### config.mk
export PLATFORM = sky130hd
export DESIGN_NAME = tdsadc_div
export DESIGN_NICKNAME = d
export VERILOG_FILES = /design/src/rtl/tdsadc_pkg.sv /design/src/rtl/tdsadc_div.sv
export VERILOG_INCLUDE_DIRS = /design/src /design/src/rtl
export SDC_FILE = /design/constraint.sdc
export NUM_CORES = 2
export LEC_CHECK = 0
export BUFFER_PORTS_ARGS = -buffer_cell sky130_fd_sc_hd__buf_2
export CAP_MARGIN = 30
export CORE_UTILIZATION = 35
export DETAILED_ROUTE_END_ITERATION = 10
export GPL_ROUTABILITY_DRIVEN = 0
export MAX_ROUTING_LAYER = met4
export SYNTH_ARGS = -nofsm -noshare
export SYNTH_HDL_FRONTEND = slang
export SYNTH_SLANG_ARGS = --single-unit
export TNS_END_PERCENT = 10
### constraint.sdc
create_clock -name clock -period 35.3 [get_ports clock]
set_input_delay 1.765 -clock clock [delete_from_list [all_inputs] [get_ports clock]]
set_output_delay 1.765 -clock clock [all_outputs]
set_load 0.05 [all_outputs]
### src/rtl/tds_from_adc_temp_compensated_top_assert.svh
// Assertion macros shared by the conversion pipeline modules.
// Each macro expects the using module to have ports named clock and reset.
`ifndef TDS_FROM_ADC_TEMP_COMPENSATED_TOP_ASSERT_SVH
`define TDS_FROM_ADC_TEMP_COMPENSATED_TOP_ASSERT_SVH

// Same-cycle implication, checked at every rising edge out of reset.
`define TDSADC_ASSERT_IMPLY(label, ante, cons) \
   label: assert property (@(posedge clock) disable iff (reset) (ante) |-> (cons)) \
      else $error("tdsadc: same-cycle check failed");

// Next-cycle implication, checked at every rising edge out of reset.
`define TDSADC_ASSERT_NEXT(label, ante, cons) \
   label: assert property (@(posedge clock) disable iff (reset) (ante) |=> (cons)) \
      else $error("tdsadc: next-cycle check failed");

`endif

### src/rtl/tdsadc_pkg.sv
// Shared types and constants of the TDS conversion pipeline.
// Used by the front, divider, polynomial and top-level modules; depends on nothing.
package tdsadc_pkg;

   // Converter and field widths.
   localparam int ADC_W       = 10;
   localparam int ADC_BITS    = 10;
   localparam int TEMP_BITS   = 16;
   localparam int TDS_BITS    = 21;
   localparam int STATUS_BITS = 2;

   // Stream word layout.
   localparam int REQ_TDATA_W = 32;
   localparam int RSP_TDATA_W = 24;
   localparam int RSP_PAD     = RSP_TDATA_W - TDS_BITS - STATUS_BITS;

   // Voltage format: Q24 with three integer bits, saturated at 8.0.
   localparam int FRAC       = 24;
   localparam int V_INT_BITS = 3;
   localparam int Q_BITS     = FRAC + V_INT_BITS;
   localparam int V_BITS     = Q_BITS + 1;
   localparam int V2_BITS    = 2 * Q_BITS - FRAC + 1;
   localparam int V3_BITS    = 3 * Q_BITS - 2 * FRAC + 1;

   // Divider operands. The factor numerator N is at most 30 bits when positive.
   localparam int N_BITS       = 30;
   localparam int P_SCALE_BITS = 29;
   localparam int P_BITS       = ADC_BITS + P_SCALE_BITS;
   localparam int LOW_BITS     = ADC_BITS + V_INT_BITS;
   localparam int DIV_SHIFT    = FRAC - ADC_BITS;
   localparam int HEAD_EXT     = N_BITS + V_INT_BITS - P_SCALE_BITS;
   localparam int DIV_STAGES   = Q_BITS;
   localparam int TEMP_X_BITS  = TEMP_BITS + 1;

   // Sample scale: 5 V times the common denominator, or plain 5 without compensation.
   localparam logic [P_SCALE_BITS-1:0] P_SCALE_COMP = P_SCALE_BITS'(500000000);
   localparam logic [P_SCALE_BITS-1:0] P_SCALE_RAW  = P_SCALE_BITS'(5);

   // Factor numerators over a denominator of 1e8.
   localparam logic signed [TEMP_X_BITS-1:0] TEMP_F_ZERO = TEMP_X_BITS'(3200);
   localparam logic signed [TEMP_X_BITS-1:0] TEMP_C_OFS  = TEMP_X_BITS'(2500);
   localparam logic signed [N_BITS:0] F_SLOPE = (N_BITS + 1)'(11111);
   localparam logic signed [N_BITS:0] F_BASE  = (N_BITS + 1)'(50000000);
   localparam logic signed [N_BITS:0] C_SCALE = (N_BITS + 1)'(20000);
   localparam logic signed [N_BITS:0] N_ONE   = (N_BITS + 1)'(1);

   // Polynomial coefficients, one hundred times the cubic's terms.
   localparam logic [13:0] COEF3 = 14'(13342);
   localparam logic [14:0] COEF2 = 15'(25586);
   localparam logic [16:0] COEF1 = 17'(85739);
   localparam int T3_BITS  = V3_BITS + 14;
   localparam int T2_BITS  = V2_BITS + 15;
   localparam int T1_BITS  = V_BITS + 17;
   localparam int SUM_BITS = T3_BITS + 2;
   localparam int RES_BITS = SUM_BITS - FRAC - 1;

   localparam logic [V_BITS-1:0] V_SAT = {1'b1, {Q_BITS{1'b0}}};
   localparam logic signed [SUM_BITS-1:0] ROUND_HALF = SUM_BITS'(64'd1 << FRAC);
   localparam logic signed [SUM_BITS-1:0] TRUNC_ADJ  =
      SUM_BITS'((64'd1 << (FRAC + 1)) - 64'd1);

   // Output limit.
   localparam logic signed [TDS_BITS-1:0] TDS_LIMIT = TDS_BITS'(999999);
   localparam logic signed [RES_BITS-1:0] LIMIT_RES = RES_BITS'(TDS_LIMIT);

   // Result status codes.
   typedef enum logic [STATUS_BITS-1:0] {
      ST_OK         = 2'd0,
      ST_CLAMP      = 2'd1,
      ST_BAD_FACTOR = 2'd2
   } status_type;

   // Configuration register indexes.
   typedef enum logic [0:0] {
      CSR_TEMP_COMP_EN = 1'b0,
      CSR_FAHRENHEIT   = 1'b1
   } csr_index_type;

   // Configuration as seen by the front stages.
   typedef struct packed {
      logic comp_en;
      logic fahrenheit;
   } cfg_type;

   // One word travelling through the divider stages.
   typedef struct packed {
      logic [N_BITS-1:0]   r;
      logic [N_BITS-1:0]   n;
      logic [LOW_BITS-1:0] p_low;
      logic [Q_BITS-1:0]   q;
      logic                sat;
      logic                bad;
   } div_word_type;

endpackage

### src/rtl/tdsadc_div.sv
// Pipelined restoring divider: one quotient bit per register stage.
// Depends on tdsadc_pkg and the assertion macro header.
`include "tds_from_adc_temp_compensated_top_assert.svh"

module tdsadc_div (
   input  logic                     clock,
   input  logic                     reset,
   input  logic                     in_valid,
   output logic                     in_ready,
   input  tdsadc_pkg::div_word_type in_word,
   output logic                     out_valid,
   input  logic                     out_ready,
   output tdsadc_pkg::div_word_type out_word
);

   tdsadc_pkg::div_word_type stage_ff  [tdsadc_pkg::DIV_STAGES];
   tdsadc_pkg::div_word_type src_word  [tdsadc_pkg::DIV_STAGES];
   logic                     valid_ff  [tdsadc_pkg::DIV_STAGES];
   logic                     src_valid [tdsadc_pkg::DIV_STAGES];
   logic                     rdy       [tdsadc_pkg::DIV_STAGES+1];

   assign rdy[tdsadc_pkg::DIV_STAGES] = out_ready;
   assign in_ready = rdy[0];

   for (genvar i = 0; i < tdsadc_pkg::DIV_STAGES; i++) begin : g_stage
      localparam int BIT_POS = tdsadc_pkg::Q_BITS - 1 - i;

      logic                      dbit;
      logic [tdsadc_pkg::N_BITS:0] trial;
      tdsadc_pkg::div_word_type  word_in;

      // Each stage takes the word of the stage before it.
      if (i == 0) begin : g_head
         assign src_word[i]  = in_word;
         assign src_valid[i] = in_valid;
      end else begin : g_link
         assign src_word[i]  = stage_ff[i-1];
         assign src_valid[i] = valid_ff[i-1];
      end

      // Dividend bit shifted in: a sample bit, or zero below the sample.
      if (BIT_POS >= tdsadc_pkg::DIV_SHIFT) begin : g_sample_bit
         assign dbit = src_word[i].p_low[BIT_POS - tdsadc_pkg::DIV_SHIFT];
      end else begin : g_zero_bit
         assign dbit = 1'b0;
      end

      assign rdy[i] = !valid_ff[i] || rdy[i+1];

      // Shift, compare with the divisor, and subtract where it fits.
      always_comb begin
         trial   = {src_word[i].r, dbit};
         word_in = src_word[i];
         if (trial >= {1'b0, src_word[i].n}) begin
            word_in.r          = tdsadc_pkg::N_BITS'(trial - {1'b0, src_word[i].n});
            word_in.q[BIT_POS] = 1'b1;
         end else begin
            word_in.r = trial[tdsadc_pkg::N_BITS-1:0];
         end
      end

      always_ff @(posedge clock) begin
         if (reset) begin
            valid_ff[i] <= 1'b0;
         end else if (rdy[i]) begin
            valid_ff[i] <= src_valid[i];
         end
      end

      always_ff @(posedge clock) begin
         if (rdy[i]) begin
            stage_ff[i] <= word_in;
         end
      end
   end

   assign out_valid = valid_ff[tdsadc_pkg::DIV_STAGES-1];
   assign out_word  = stage_ff[tdsadc_pkg::DIV_STAGES-1];

   // A finished division of a positive factor leaves a remainder below the divisor.
   `TDSADC_ASSERT_IMPLY(a_rem_below_divisor, out_valid && !out_word.sat && !out_word.bad, out_word.r < out_word.n)

endmodule

==> flow_summary.yaml <==
hold_path:
  min_from: "stage_ff[0][1257]"
  min_path_type: "flop to flop"
grt:
  overflow: 0
  grt_pass1_vias: 82500
  grtUsageTotal: 0.143
  grt_pass1_wl_um: 432000
  grt_max_degree: 90
  antenna_found_initial: 22
drt:
  vias_per_cell: 4.89
  drt_wl_total_um: 276000
  ant_nets: 0
  drtPass1Iterations: 7
  num_vias: 80900
  wire_per_inst_um: 16.7
  drtIter0Drc: 3732
  drc: 0
setup_path:
  path_class: "input pin to output pin"
  start_kind: "input pin"
  worst_ep_required_time_ps: 33530
  reg2reg_from: "valid_ff[1][9]"
  critPathArrivalTime_ps: 7370
  worstSetupEndpointType: "output pin"
  critPathLaunch: "out_ready"
  cp_max_fo: 43
cells_and_area:
  syn2layout_area_growth_pct: 12.4
  final_nets: 12100
  drive_gt1_frac: 0.0992
  fillers: 36300
timing:
  rsz0062_at_grt: "no"
  maxSlewViolCount: 0
  setup_tns_ps: 0
  fin_crit_sh: 0.259
  holdWs_ps: 400
  max_freq_mhz: 109
  setup_viol: 0
  hold_viol_final: 0
  slew_headroom: 0.280
  fin_crit_ps: 9140
  fin_skew_ps: 46.7
  worst_pin_slew_ps: 1070
place:
  port_buffers: 209
  hpwlAfterDp_um: 213000
floorplan:
  ios: 210
  fp-row-count: 228
  die_h_um: 624
  dieArea_um2: 390000
  core_um2: 386000
  initial_utilization: 0.351
  die_w_um: 624
clocking:
  cts_sinks: 2781
  cts_resized: 0
  clock_path_buffers: 4
  hold_buffers: 0
  clk_pin_slew_worst_paths_ps: 60
  cts_made_buffers: 294
  cts_tree: "done"
  insertion_delay_ps: 910
  htreeDepth: 5
  postCtsSetupRepairBufs: 0
  cts-root-buf: "clkbuf_16"
synthesis:
  ys.warnings.count: 0
  synth_edf_count: 2781
  async_reset_ff_frac: 0
  ys_seq_elements: 2781
  mappedNetlistNets: 11700
  ys_seq_area_frac: 0.616
  synth.avg_cell_area_um2: 12.6
  netlist_area_um2: 136000
  netlist_instances: 10800
  synth_cell_type_count: 87
  synth_ff_type: "edfxtp_1"
power_and_ir_drop:
  ir_worst_vdd_uv: 93.4
  powerDensity_nw_per_um2: 90.4
  power.leakage_nw: 60.4
job:
  maxCapViolCount: 0
outcome:
  status: "finished, final reports clean"
[cells in the mapped netlist (25+ instances only)]
cell,number,area [um2]
ha_1,810,10100
a2111oi_0,27,236
o21ai_0,569,2850
o21bai_1,93,698
a211oi_1,94,706
o31ai_1,84,631
xor2_1,211,1850
mux2_2,298,3360
a211o_1,25,219
and3_1,67,419
nor3b_1,26,195
fa_1,27,541
clkbuf_1,172,646
nand2b_1,137,857
nor4_1,31,194
o21a_1,168,1260
or2_2,44,275
nand3_1,174,871
o211ai_1,37,278
inv_1,1046,3930
a21oi_1,800,4000
xnor2_1,415,3630
nor3_1,162,811
and2_1,49,307
edfxtp_1,2781,83500
nor2_1,718,2700
nand2_1,628,2360
o31a_1,30,263
a31oi_1,51,319
nor2b_1,123,769
buf_2,36,180
or3_1,46,288
nand4_1,110,688
a21o_1,287,2150
[critical path: stages]
cell and delay, ps:
buf_2 110, and4b_1 450, nand4_1 270, nor2_1 480, and3_1 380, and2_1 440, and4_1 510, inv_4 300
nor2_1 730, inv_4 390, nor2_2 690, nand3_4 430, buf_2 360
[power by group]
| group | leakage [nW] | switching [W] | total, W | internal, W |
|---|---|---|---|---|
| logic | 27.1 | 0.00319 | 0.00566 | 0.00247 |
| clock network | 4.49 | 0.00125 | 0.00295 | 0.00170 |
| registers | 28.9 | 0.000396 | 0.00516 | 0.00477 |
[layout by cell type (no fill, tap or decap), types with 44 or more instances in the layout]
| master | count |
|---|---|
| edfxtp_1 | 2781 |
| inv_1 | 1035 |
| ha_1 | 810 |
| a21oi_1 | 798 |
| nor2_1 | 715 |
| nand2_1 | 616 |
| o21ai_0 | 569 |
| xnor2_1 | 415 |
| clkbuf_16 | 299 |
| mux2_2 | 298 |
| a21o_1 | 287 |
| xor2_1 | 211 |
| buf_2 | 210 |
| nand3_1 | 170 |
| o21a_1 | 166 |
| nor3_1 | 161 |
| nand2b_1 | 137 |
| nor2b_1 | 123 |
| nand4_1 | 110 |
| a211oi_1 | 93 |
| o21bai_1 | 93 |
| o31ai_1 | 84 |
| and3_1 | 67 |
| clkbuf_1 | 66 |
| buf_4 | 65 |
| clkinv_1 | 62 |
| clkinv_2 | 55 |
| a31oi_1 | 51 |
| and2_1 | 47 |
| or3_1 | 46 |
| or2_2 | 44 |
[registers in the layout (all words and copies together) (netlist names)]
register and count:
valid_ff 27, stage_ff 2754
[layout make-up]
class                   count  area (um2)  area share
well taps                5175        6470      0.0425
clock inverters           165        1440     0.00944
repair buffers            282        1720      0.0113
inverters                1049        3970      0.0260
clock buffers             365        7730      0.0508
flip-flops and latches   2781       83500       0.548
diodes                     11        27.5    0.000181
multi-input cells        6710       47400       0.311
[path summary, 6_finish.rpt]
check	endpoint	slack [ps]	depth (start not counted)
worst min register to register	stage_ff[0][1359]	400	0
worst max-delay path	in_ready	26160	13
worst max register to register	stage_ff[0][5]	28830	12
worst min-delay path	stage_ff[0][1359]	400	0
[per-layer routing]
layer  up-vias  wire [um]  global-route usage
met2      1509     151000               0.276
met3       845       8350              0.0182
met4         0      19100              0.0910
met1     38100      97800               0.130
li1      40400          -                   -
met5         -          0                   -
[kinds of logic after synthesis]
| kind of cell | share of synthesized area |
|---|---|
| XOR/XNOR | 0.0404 |
| adder cells (fa/ha/maj) | 0.0788 |
| multiplexers | 0.0276 |
| buffers and inverters | 0.0357 |
| flip-flops | 0.616 |
| AND/OR/NAND/NOR | 0.0854 |
| AO/OA/AOI/OAI | 0.116 |
[through the flow]
stage | cell area, um2 | setup WS (ps) | cells | total power, W | util
floorplan | 136000 | 20080 | 10800 | 0.00950 | -
global route | 152000 | 25770 | 16500 | 0.0147 | 0.395
global placement | 143000 | 26180 | 16000 | 0.0108 | 0.371
detailed placement | 143000 | 26100 | 16000 | 0.0108 | 0.371
finish | 152000 | 26160 | 16500 | 0.0138 | 0.395
CTS | 152000 | 26100 | 16500 | 0.0139 | 0.394
(Power assumes the default switching activity.)
