[config.mk]
export PLATFORM = sky130hd
export DESIGN_NAME = tdsadc_front
export DESIGN_NICKNAME = d
export VERILOG_FILES = /design/src/rtl/tds_from_adc_temp_compensated_top_assert.svh /design/src/rtl/tdsadc_pkg.sv /design/src/rtl/tdsadc_front.sv
export SDC_FILE = /design/constraint.sdc
export NUM_CORES = 1
export LEC_CHECK = 0
export ABC_AREA = 1
export BUFFER_PORTS_ARGS = -buffer_cell sky130_fd_sc_hd__buf_2
export CAP_MARGIN = 10
export CELL_PAD_IN_SITES_DETAIL_PLACEMENT = 0
export CELL_PAD_IN_SITES_GLOBAL_PLACEMENT = 1
export CORE_ASPECT_RATIO = 0.75
export CORE_MARGIN = 2
export CORE_UTILIZATION = 53
export CTS_CLUSTER_SIZE = 28
export DETAILED_ROUTE_END_ITERATION = 8
export PLACE_DENSITY = 0.86
export SLEW_MARGIN = 15
export SYNTH_ARGS = -nofsm -noshare
export SYNTH_HDL_FRONTEND = slang
export SYNTH_SLANG_ARGS = --single-unit
[constraint.sdc]
create_clock -name clock -period 19.55 [get_ports clock]
set_input_delay 0.9775 -clock clock [delete_from_list [all_inputs] [get_ports clock]]
set_output_delay 0.9775 -clock clock [all_outputs]
set_load 0.01 [all_outputs]
[src/rtl/tds_from_adc_temp_compensated_top_assert.svh]
// Assertion macros shared by the conversion pipeline modules.
// Each macro expects the using module to have ports named clock and reset.
`ifndef TDS_FROM_ADC_TEMP_COMPENSATED_TOP_ASSERT_SVH
`define TDS_FROM_ADC_TEMP_COMPENSATED_TOP_ASSERT_SVH

// Same-cycle implication, checked at every rising edge out of reset.
`define TDSADC_ASSERT_IMPLY(label, ante, cons) \
   label: assert property (@(posedge clock) disable iff (reset) (ante) |-> (cons)) \
      else $error("tdsadc: same-cycle check failed");

// Next-cycle implication, checked at every rising edge out of reset.
`define TDSADC_ASSERT_NEXT(label, ante, cons) \
   label: assert property (@(posedge clock) disable iff (reset) (ante) |=> (cons)) \
      else $error("tdsadc: next-cycle check failed");

`endif

[src/rtl/tdsadc_pkg.sv]
// Shared types and constants of the TDS conversion pipeline.
// Used by the front, divider, polynomial and top-level modules; depends on nothing.
package tdsadc_pkg;

   // Converter and field widths.
   localparam int ADC_W       = 10;
   localparam int ADC_BITS    = 10;
   localparam int TEMP_BITS   = 16;
   localparam int TDS_BITS    = 21;
   localparam int STATUS_BITS = 2;

   // Stream word layout.
   localparam int REQ_TDATA_W = 32;
   localparam int RSP_TDATA_W = 24;
   localparam int RSP_PAD     = RSP_TDATA_W - TDS_BITS - STATUS_BITS;

   // Voltage format: Q24 with three integer bits, saturated at 8.0.
   localparam int FRAC       = 24;
   localparam int V_INT_BITS = 3;
   localparam int Q_BITS     = FRAC + V_INT_BITS;
   localparam int V_BITS     = Q_BITS + 1;
   localparam int V2_BITS    = 2 * Q_BITS - FRAC + 1;
   localparam int V3_BITS    = 3 * Q_BITS - 2 * FRAC + 1;

   // Divider operands. The factor numerator N is at most 30 bits when positive.
   localparam int N_BITS       = 30;
   localparam int P_SCALE_BITS = 29;
   localparam int P_BITS       = ADC_BITS + P_SCALE_BITS;
   localparam int LOW_BITS     = ADC_BITS + V_INT_BITS;
   localparam int DIV_SHIFT    = FRAC - ADC_BITS;
   localparam int HEAD_EXT     = N_BITS + V_INT_BITS - P_SCALE_BITS;
   localparam int DIV_STAGES   = Q_BITS;
   localparam int TEMP_X_BITS  = TEMP_BITS + 1;

   // Sample scale: 5 V times the common denominator, or plain 5 without compensation.
   localparam logic [P_SCALE_BITS-1:0] P_SCALE_COMP = P_SCALE_BITS'(500000000);
   localparam logic [P_SCALE_BITS-1:0] P_SCALE_RAW  = P_SCALE_BITS'(5);

   // Factor numerators over a denominator of 1e8.
   localparam logic signed [TEMP_X_BITS-1:0] TEMP_F_ZERO = TEMP_X_BITS'(3200);
   localparam logic signed [TEMP_X_BITS-1:0] TEMP_C_OFS  = TEMP_X_BITS'(2500);
   localparam logic signed [N_BITS:0] F_SLOPE = (N_BITS + 1)'(11111);
   localparam logic signed [N_BITS:0] F_BASE  = (N_BITS + 1)'(50000000);
   localparam logic signed [N_BITS:0] C_SCALE = (N_BITS + 1)'(20000);
   localparam logic signed [N_BITS:0] N_ONE   = (N_BITS + 1)'(1);

   // Polynomial coefficients, one hundred times the cubic's terms.
   localparam logic [13:0] COEF3 = 14'(13342);
   localparam logic [14:0] COEF2 = 15'(25586);
   localparam logic [16:0] COEF1 = 17'(85739);
   localparam int T3_BITS  = V3_BITS + 14;
   localparam int T2_BITS  = V2_BITS + 15;
   localparam int T1_BITS  = V_BITS + 17;
   localparam int SUM_BITS = T3_BITS + 2;
   localparam int RES_BITS = SUM_BITS - FRAC - 1;

   localparam logic [V_BITS-1:0] V_SAT = {1'b1, {Q_BITS{1'b0}}};
   localparam logic signed [SUM_BITS-1:0] ROUND_HALF = SUM_BITS'(64'd1 << FRAC);
   localparam logic signed [SUM_BITS-1:0] TRUNC_ADJ  =
      SUM_BITS'((64'd1 << (FRAC + 1)) - 64'd1);

   // Output limit.
   localparam logic signed [TDS_BITS-1:0] TDS_LIMIT = TDS_BITS'(999999);
   localparam logic signed [RES_BITS-1:0] LIMIT_RES = RES_BITS'(TDS_LIMIT);

   // Result status codes.
   typedef enum logic [STATUS_BITS-1:0] {
      ST_OK         = 2'd0,
      ST_CLAMP      = 2'd1,
      ST_BAD_FACTOR = 2'd2
   } status_type;

   // Configuration register indexes.
   typedef enum logic [0:0] {
      CSR_TEMP_COMP_EN = 1'b0,
      CSR_FAHRENHEIT   = 1'b1
   } csr_index_type;

   // Configuration as seen by the front stages.
   typedef struct packed {
      logic comp_en;
      logic fahrenheit;
   } cfg_type;

   // One word travelling through the divider stages.
   typedef struct packed {
      logic [N_BITS-1:0]   r;
      logic [N_BITS-1:0]   n;
      logic [LOW_BITS-1:0] p_low;
      logic [Q_BITS-1:0]   q;
      logic                sat;
      logic                bad;
   } div_word_type;

endpackage

[src/rtl/tdsadc_front.sv]
// Front stages: compensation factor numerator, scaled sample and divider setup.
// Depends on tdsadc_pkg.
module tdsadc_front (
   input  logic                                clock,
   input  logic                                reset,
   input  tdsadc_pkg::cfg_type                 cfg,
   input  logic                                in_valid,
   output logic                                in_ready,
   input  logic [tdsadc_pkg::ADC_W-1:0]        adc_raw,
   input  logic signed [tdsadc_pkg::TEMP_BITS-1:0] water_temp,
   output logic                                out_valid,
   input  logic                                out_ready,
   output tdsadc_pkg::div_word_type            out_word
);

   logic signed [tdsadc_pkg::TEMP_X_BITS-1:0] temp_x;
   logic signed [tdsadc_pkg::TEMP_X_BITS-1:0] temp_f;
   logic signed [tdsadc_pkg::TEMP_X_BITS-1:0] temp_c;
   logic signed [tdsadc_pkg::N_BITS:0]        n_f;
   logic signed [tdsadc_pkg::N_BITS:0]        n_c;

   logic                                      a_valid_ff;
   logic signed [tdsadc_pkg::N_BITS:0]        a_n_ff;
   logic signed [tdsadc_pkg::N_BITS:0]        a_n_in;
   logic [tdsadc_pkg::P_BITS-1:0]             a_p_ff;
   logic [tdsadc_pkg::P_BITS-1:0]             a_p_in;

   logic                                      b_valid_ff;
   tdsadc_pkg::div_word_type                  b_word_ff;
   tdsadc_pkg::div_word_type                  b_word_in;
   logic [tdsadc_pkg::N_BITS-1:0]             n_mag;

   logic                                      rdy_a;
   logic                                      rdy_b;

   // A stage loads when it is empty or its word moves on.
   assign rdy_b    = !b_valid_ff || out_ready;
   assign rdy_a    = !a_valid_ff || rdy_b;
   assign in_ready = rdy_a;

   // Factor numerator over a common denominator of 1e8, and the scaled sample.
   assign temp_x = tdsadc_pkg::TEMP_X_BITS'(water_temp);
   assign temp_f = temp_x - tdsadc_pkg::TEMP_F_ZERO;
   assign temp_c = temp_x + tdsadc_pkg::TEMP_C_OFS;
   assign n_f    = temp_f * tdsadc_pkg::F_SLOPE + tdsadc_pkg::F_BASE;
   assign n_c    = temp_c * tdsadc_pkg::C_SCALE;

   always_comb begin
      if (cfg.comp_en) begin
         a_n_in = cfg.fahrenheit ? n_f : n_c;
         a_p_in = tdsadc_pkg::P_BITS'(adc_raw[tdsadc_pkg::ADC_BITS-1:0])
                  * tdsadc_pkg::P_SCALE_COMP;
      end else begin
         a_n_in = tdsadc_pkg::N_ONE;
         a_p_in = tdsadc_pkg::P_BITS'(adc_raw[tdsadc_pkg::ADC_BITS-1:0])
                  * tdsadc_pkg::P_SCALE_RAW;
      end
   end

   always_ff @(posedge clock) begin
      if (reset) begin
         a_valid_ff <= 1'b0;
      end else if (rdy_a) begin
         a_valid_ff <= in_valid;
      end
   end

   always_ff @(posedge clock) begin
      if (rdy_a) begin
         a_n_ff <= a_n_in;
         a_p_ff <= a_p_in;
      end
   end

   // Flag a factor that is not positive, detect a quotient of 8.0 or more,
   // and seed the remainder with the top bits of the sample.
   assign n_mag = a_n_ff[tdsadc_pkg::N_BITS-1:0];

   always_comb begin
      b_word_in.bad   = a_n_ff[tdsadc_pkg::N_BITS] || (a_n_ff == '0);
      b_word_in.sat   = {{tdsadc_pkg::HEAD_EXT{1'b0}}, a_p_ff} >=
                        {n_mag, {tdsadc_pkg::LOW_BITS{1'b0}}};
      b_word_in.r     = {{tdsadc_pkg::HEAD_EXT{1'b0}},
                         a_p_ff[tdsadc_pkg::P_BITS-1:tdsadc_pkg::LOW_BITS]};
      b_word_in.n     = n_mag;
      b_word_in.p_low = a_p_ff[tdsadc_pkg::LOW_BITS-1:0];
      b_word_in.q     = '0;
   end

   always_ff @(posedge clock) begin
      if (reset) begin
         b_valid_ff <= 1'b0;
      end else if (rdy_b) begin
         b_valid_ff <= a_valid_ff;
      end
   end

   always_ff @(posedge clock) begin
      if (rdy_b) begin
         b_word_ff <= b_word_in;
      end
   end

   assign out_valid = b_valid_ff;
   assign out_word  = b_word_ff;

endmodule

==> impl_metrics.py <==
metrics = {
    "logic_synthesis": {
        "yosys_register_bits": 143,
        "yosysSeqAreaShare": 0.2174,
        "yosysUniqueCellTypes": 49,
        "synth_top_flop_cell": "edfxtp_1",
        "synth_cells": 2130,
        "async_reset_ff_frac": 0,
        "yosysWarnings": 0,
        "yosys.area.top_type": "fa_1",
        "synth-edff-count": 141,
        "syn-cell-area_mm2": 0.01966,
        "yosysTopAreaCellShare": 0.2363,
        "synth_area_leaders": "fa_1, edfxtp_1, ha_1",
        "avgSynthCellArea_um2": 9.228,
    },
    "sta": {
        "final_max_slew_viol_count": 0,
        "finalHoldViolations": 0,
        "min_period_ns": 8.126,
        "final-setup-viol-count": 0,
        "rsz0062_at_grt": "false",
        "slew_headroom": 0.3144,
        "fin_worst_skew_ns": 0.007605,
        "period_share": 0.4157,
        "fmax_mhz": 123.1,
        "worst_slew_pin_slew_ns": 1.028,
        "setup-tns-final_ns": 0,
    },
    "global_routing": {
        "overflow": 0,
        "grt.total_usage": 0.2962,
        "grt_pass1_vias": 14771,
        "antenna_found_initial": 1,
        "grt_max_degree": 73,
        "grt_pass1_wl_um": 84730,
    },
    "placement": {
        "dp_hpwl_um": 47140,
        "io_buffers": 104,
        "place_congestion": 0.9913,
    },
    "clocking": {
        "worstSkewPairLatency_ns": 0.44,
        "post-cts-setup-buffers": 0,
        "cts_tree": "yes",
        "cts-root-buf": "clkbuf_16",
        "path_clk_slew_ns": 0.06,
        "clk_path_buf_depth": 2,
        "cts_made_buffers": 17,
        "clock-sinks": 143,
        "cts_max_level": 4,
        "hold_buffers": 0,
        "post_cts_resized": 0,
    },
    "drt": {
        "drc": 0,
        "post_drt_wl_per_cell_um": 20.00,
        "vias_per_cell": 5.491,
        "drt_iter0_markers": 1219,
        "routed-via-count": 15150,
        "dr.pass1.iters": 6,
        "routed_wl_um": 55180,
        "drt.antenna.violating_nets": 0,
    },
    "layout": {
        "drive_above_1_share": 0.07938,
        "antenna_cells": 0,
        "syn2layout_area_growth_pct": 8.262,
        "num-fill-cells": 3326,
        "nNetsFinal": 2839,
    },
    "worst_setup_path": {
        "worstPathArrival_ns": 8.38,
        "critPathBufInv": 8,
        "critPathTopFamily": "adder cells",
        "cp-start-kind": "input pin",
        "cpMostUsedCell": "inv_1",
        "cp.required_ns": 19.80,
        "end_kind": "flop",
        "slowest_stage": "xor2_1",
        "crit_type": "input pin to flop",
        "slowest_delay_ns": 0.71,
        "cp_max_fo": 10,
    },
    "floorplanning": {
        "die_w_um": 226.4,
        "core-area_mm2": 0.03679,
        "fp-row-count": 61,
        "start_util": 0.5343,
        "ios": 136,
        "die_area_mm2": 0.03866,
        "die_y_um": 170.8,
    },
    "job": {
        "cap_violations": 0,
    },
    "outcome": {
        "status": "completed",
    },
    "worst_hold_path": {
        "min_path_type": "flop to flop",
    },
}
==> area by class of cell <==
type | count | area [um2] | area share
Multi-Input combinational cell | 1444 | 13240 | 0.6221
Clock inverter | 13 | 152.6 | 0.007173
Timing Repair Buffer | 110 | 565.5 | 0.02658
Tap cell | 504 | 630.6 | 0.02963
Sequential cell | 143 | 4274 | 0.2008
Inverter | 526 | 1977 | 0.09290
Clock buffer | 19 | 442.9 | 0.02081
==> stage by stage <==
step	std cells	utilization	instance area (um2)	hold WS [ns]	setup WS, ns
final	2759	0.5785	21280	0.4532	11.42
after global routing	2759	0.5785	21280	0.4616	10.99
after CTS	2759	0.5785	21280	0.4549	11.54
after detailed placement	2727	0.5623	20680	0.4359	11.09
after global placement	2727	0.5623	20680	0.4288	11.16
after floorplan	2160	-	19770	0.4166	12.69
==> cell usage after synthesis (6+ instances only) <==
| cell | instances |
|---|---|
| a31oi_1 | 7 |
| fa_1 | 232 |
| o21ai_0 | 106 |
| nor4_1 | 16 |
| nand2_1 | 210 |
| nand3b_1 | 6 |
| nand3_1 | 65 |
| inv_2 | 6 |
| nand4_1 | 28 |
| buf_4 | 32 |
| nor3_1 | 17 |
| o21bai_1 | 15 |
| xnor2_1 | 10 |
| xor2_1 | 26 |
| nor2_1 | 111 |
| inv_1 | 518 |
| a21o_1 | 7 |
| a21oi_1 | 159 |
| clkbuf_1 | 13 |
| ha_1 | 333 |
| nand2_2 | 7 |
| edfxtp_1 | 141 |
| o21a_1 | 11 |
==> flip-flops by register name (all words and copies together) (netlist names) <==
signal / cells
a_valid_ff: 1
out_word: 71
a_p_ff: 39
a_n_ff: 31
out_valid: 1
==> worst register-to-register path: stages, from the launching register on <==
cell and delay, ns:
edfxtp_1 0.53, inv_1 0.09, ha_1 0.32, nand2_1 0.10
nor4_1 0.28, nand4_1 0.20, nor4_1 0.21, a21oi_1 0.09
o21ai_0 0.11
==> logic make-up after synthesis <==
logic type,Yosys count,share of synthesized area
DFF,143,0.2174
buffers and inverters,573,0.1158
and+or+nand+nor,480,0.1088
AOI/OAI and AO/OA,332,0.09344
adders and majority gates,565,0.4482
other,1,0.0001908
xor gates and xnor gates,36,0.01604
==> cell usage in the layout, fill, tap and decap left out, types with 31 or more instances in the layout <==
| master | n |
|---|---|
| o21ai_0 | 106 |
| edfxtp_1 | 141 |
| nor2_1 | 111 |
| nand2_1 | 209 |
| fa_1 | 232 |
| nand3_1 | 64 |
| ha_1 | 333 |
| inv_1 | 518 |
| conb_1 | 31 |
| buf_2 | 104 |
| a21oi_1 | 159 |
==> layer usage <==
| layer | share of wire | track usage | up-vias |
|---|---|---|---|
| li1 | - | - | 7077 |
| met1 | 0.50 | 0.4817 | 7368 |
| met2 | 0.38 | 0.3906 | 653 |
| met3 | 0.11 | 0.07573 | 52 |
| met4 | 0.014 | 0.05320 | 0 |
| met5 | 0 | 0 | - |
==> path summary, 6_finish.rpt <==
path | from | end | slack, ns | depth (start not counted)
worst min-delay path | a_p_ff[1] | out_word[30] | 0.45 | 0
worst min register to register | a_p_ff[1] | out_word[30] | 0.45 | 0
worst max register to register | a_n_ff[20] | out_word[1] | 17.46 | 8
worst max-delay path | water_temp[7] | a_n_ff[26] | 11.42 | 26
Power is left out: the tool's default activity adds up to more than one toggle a clock period on the data nets, which glitch-free logic cannot reach.
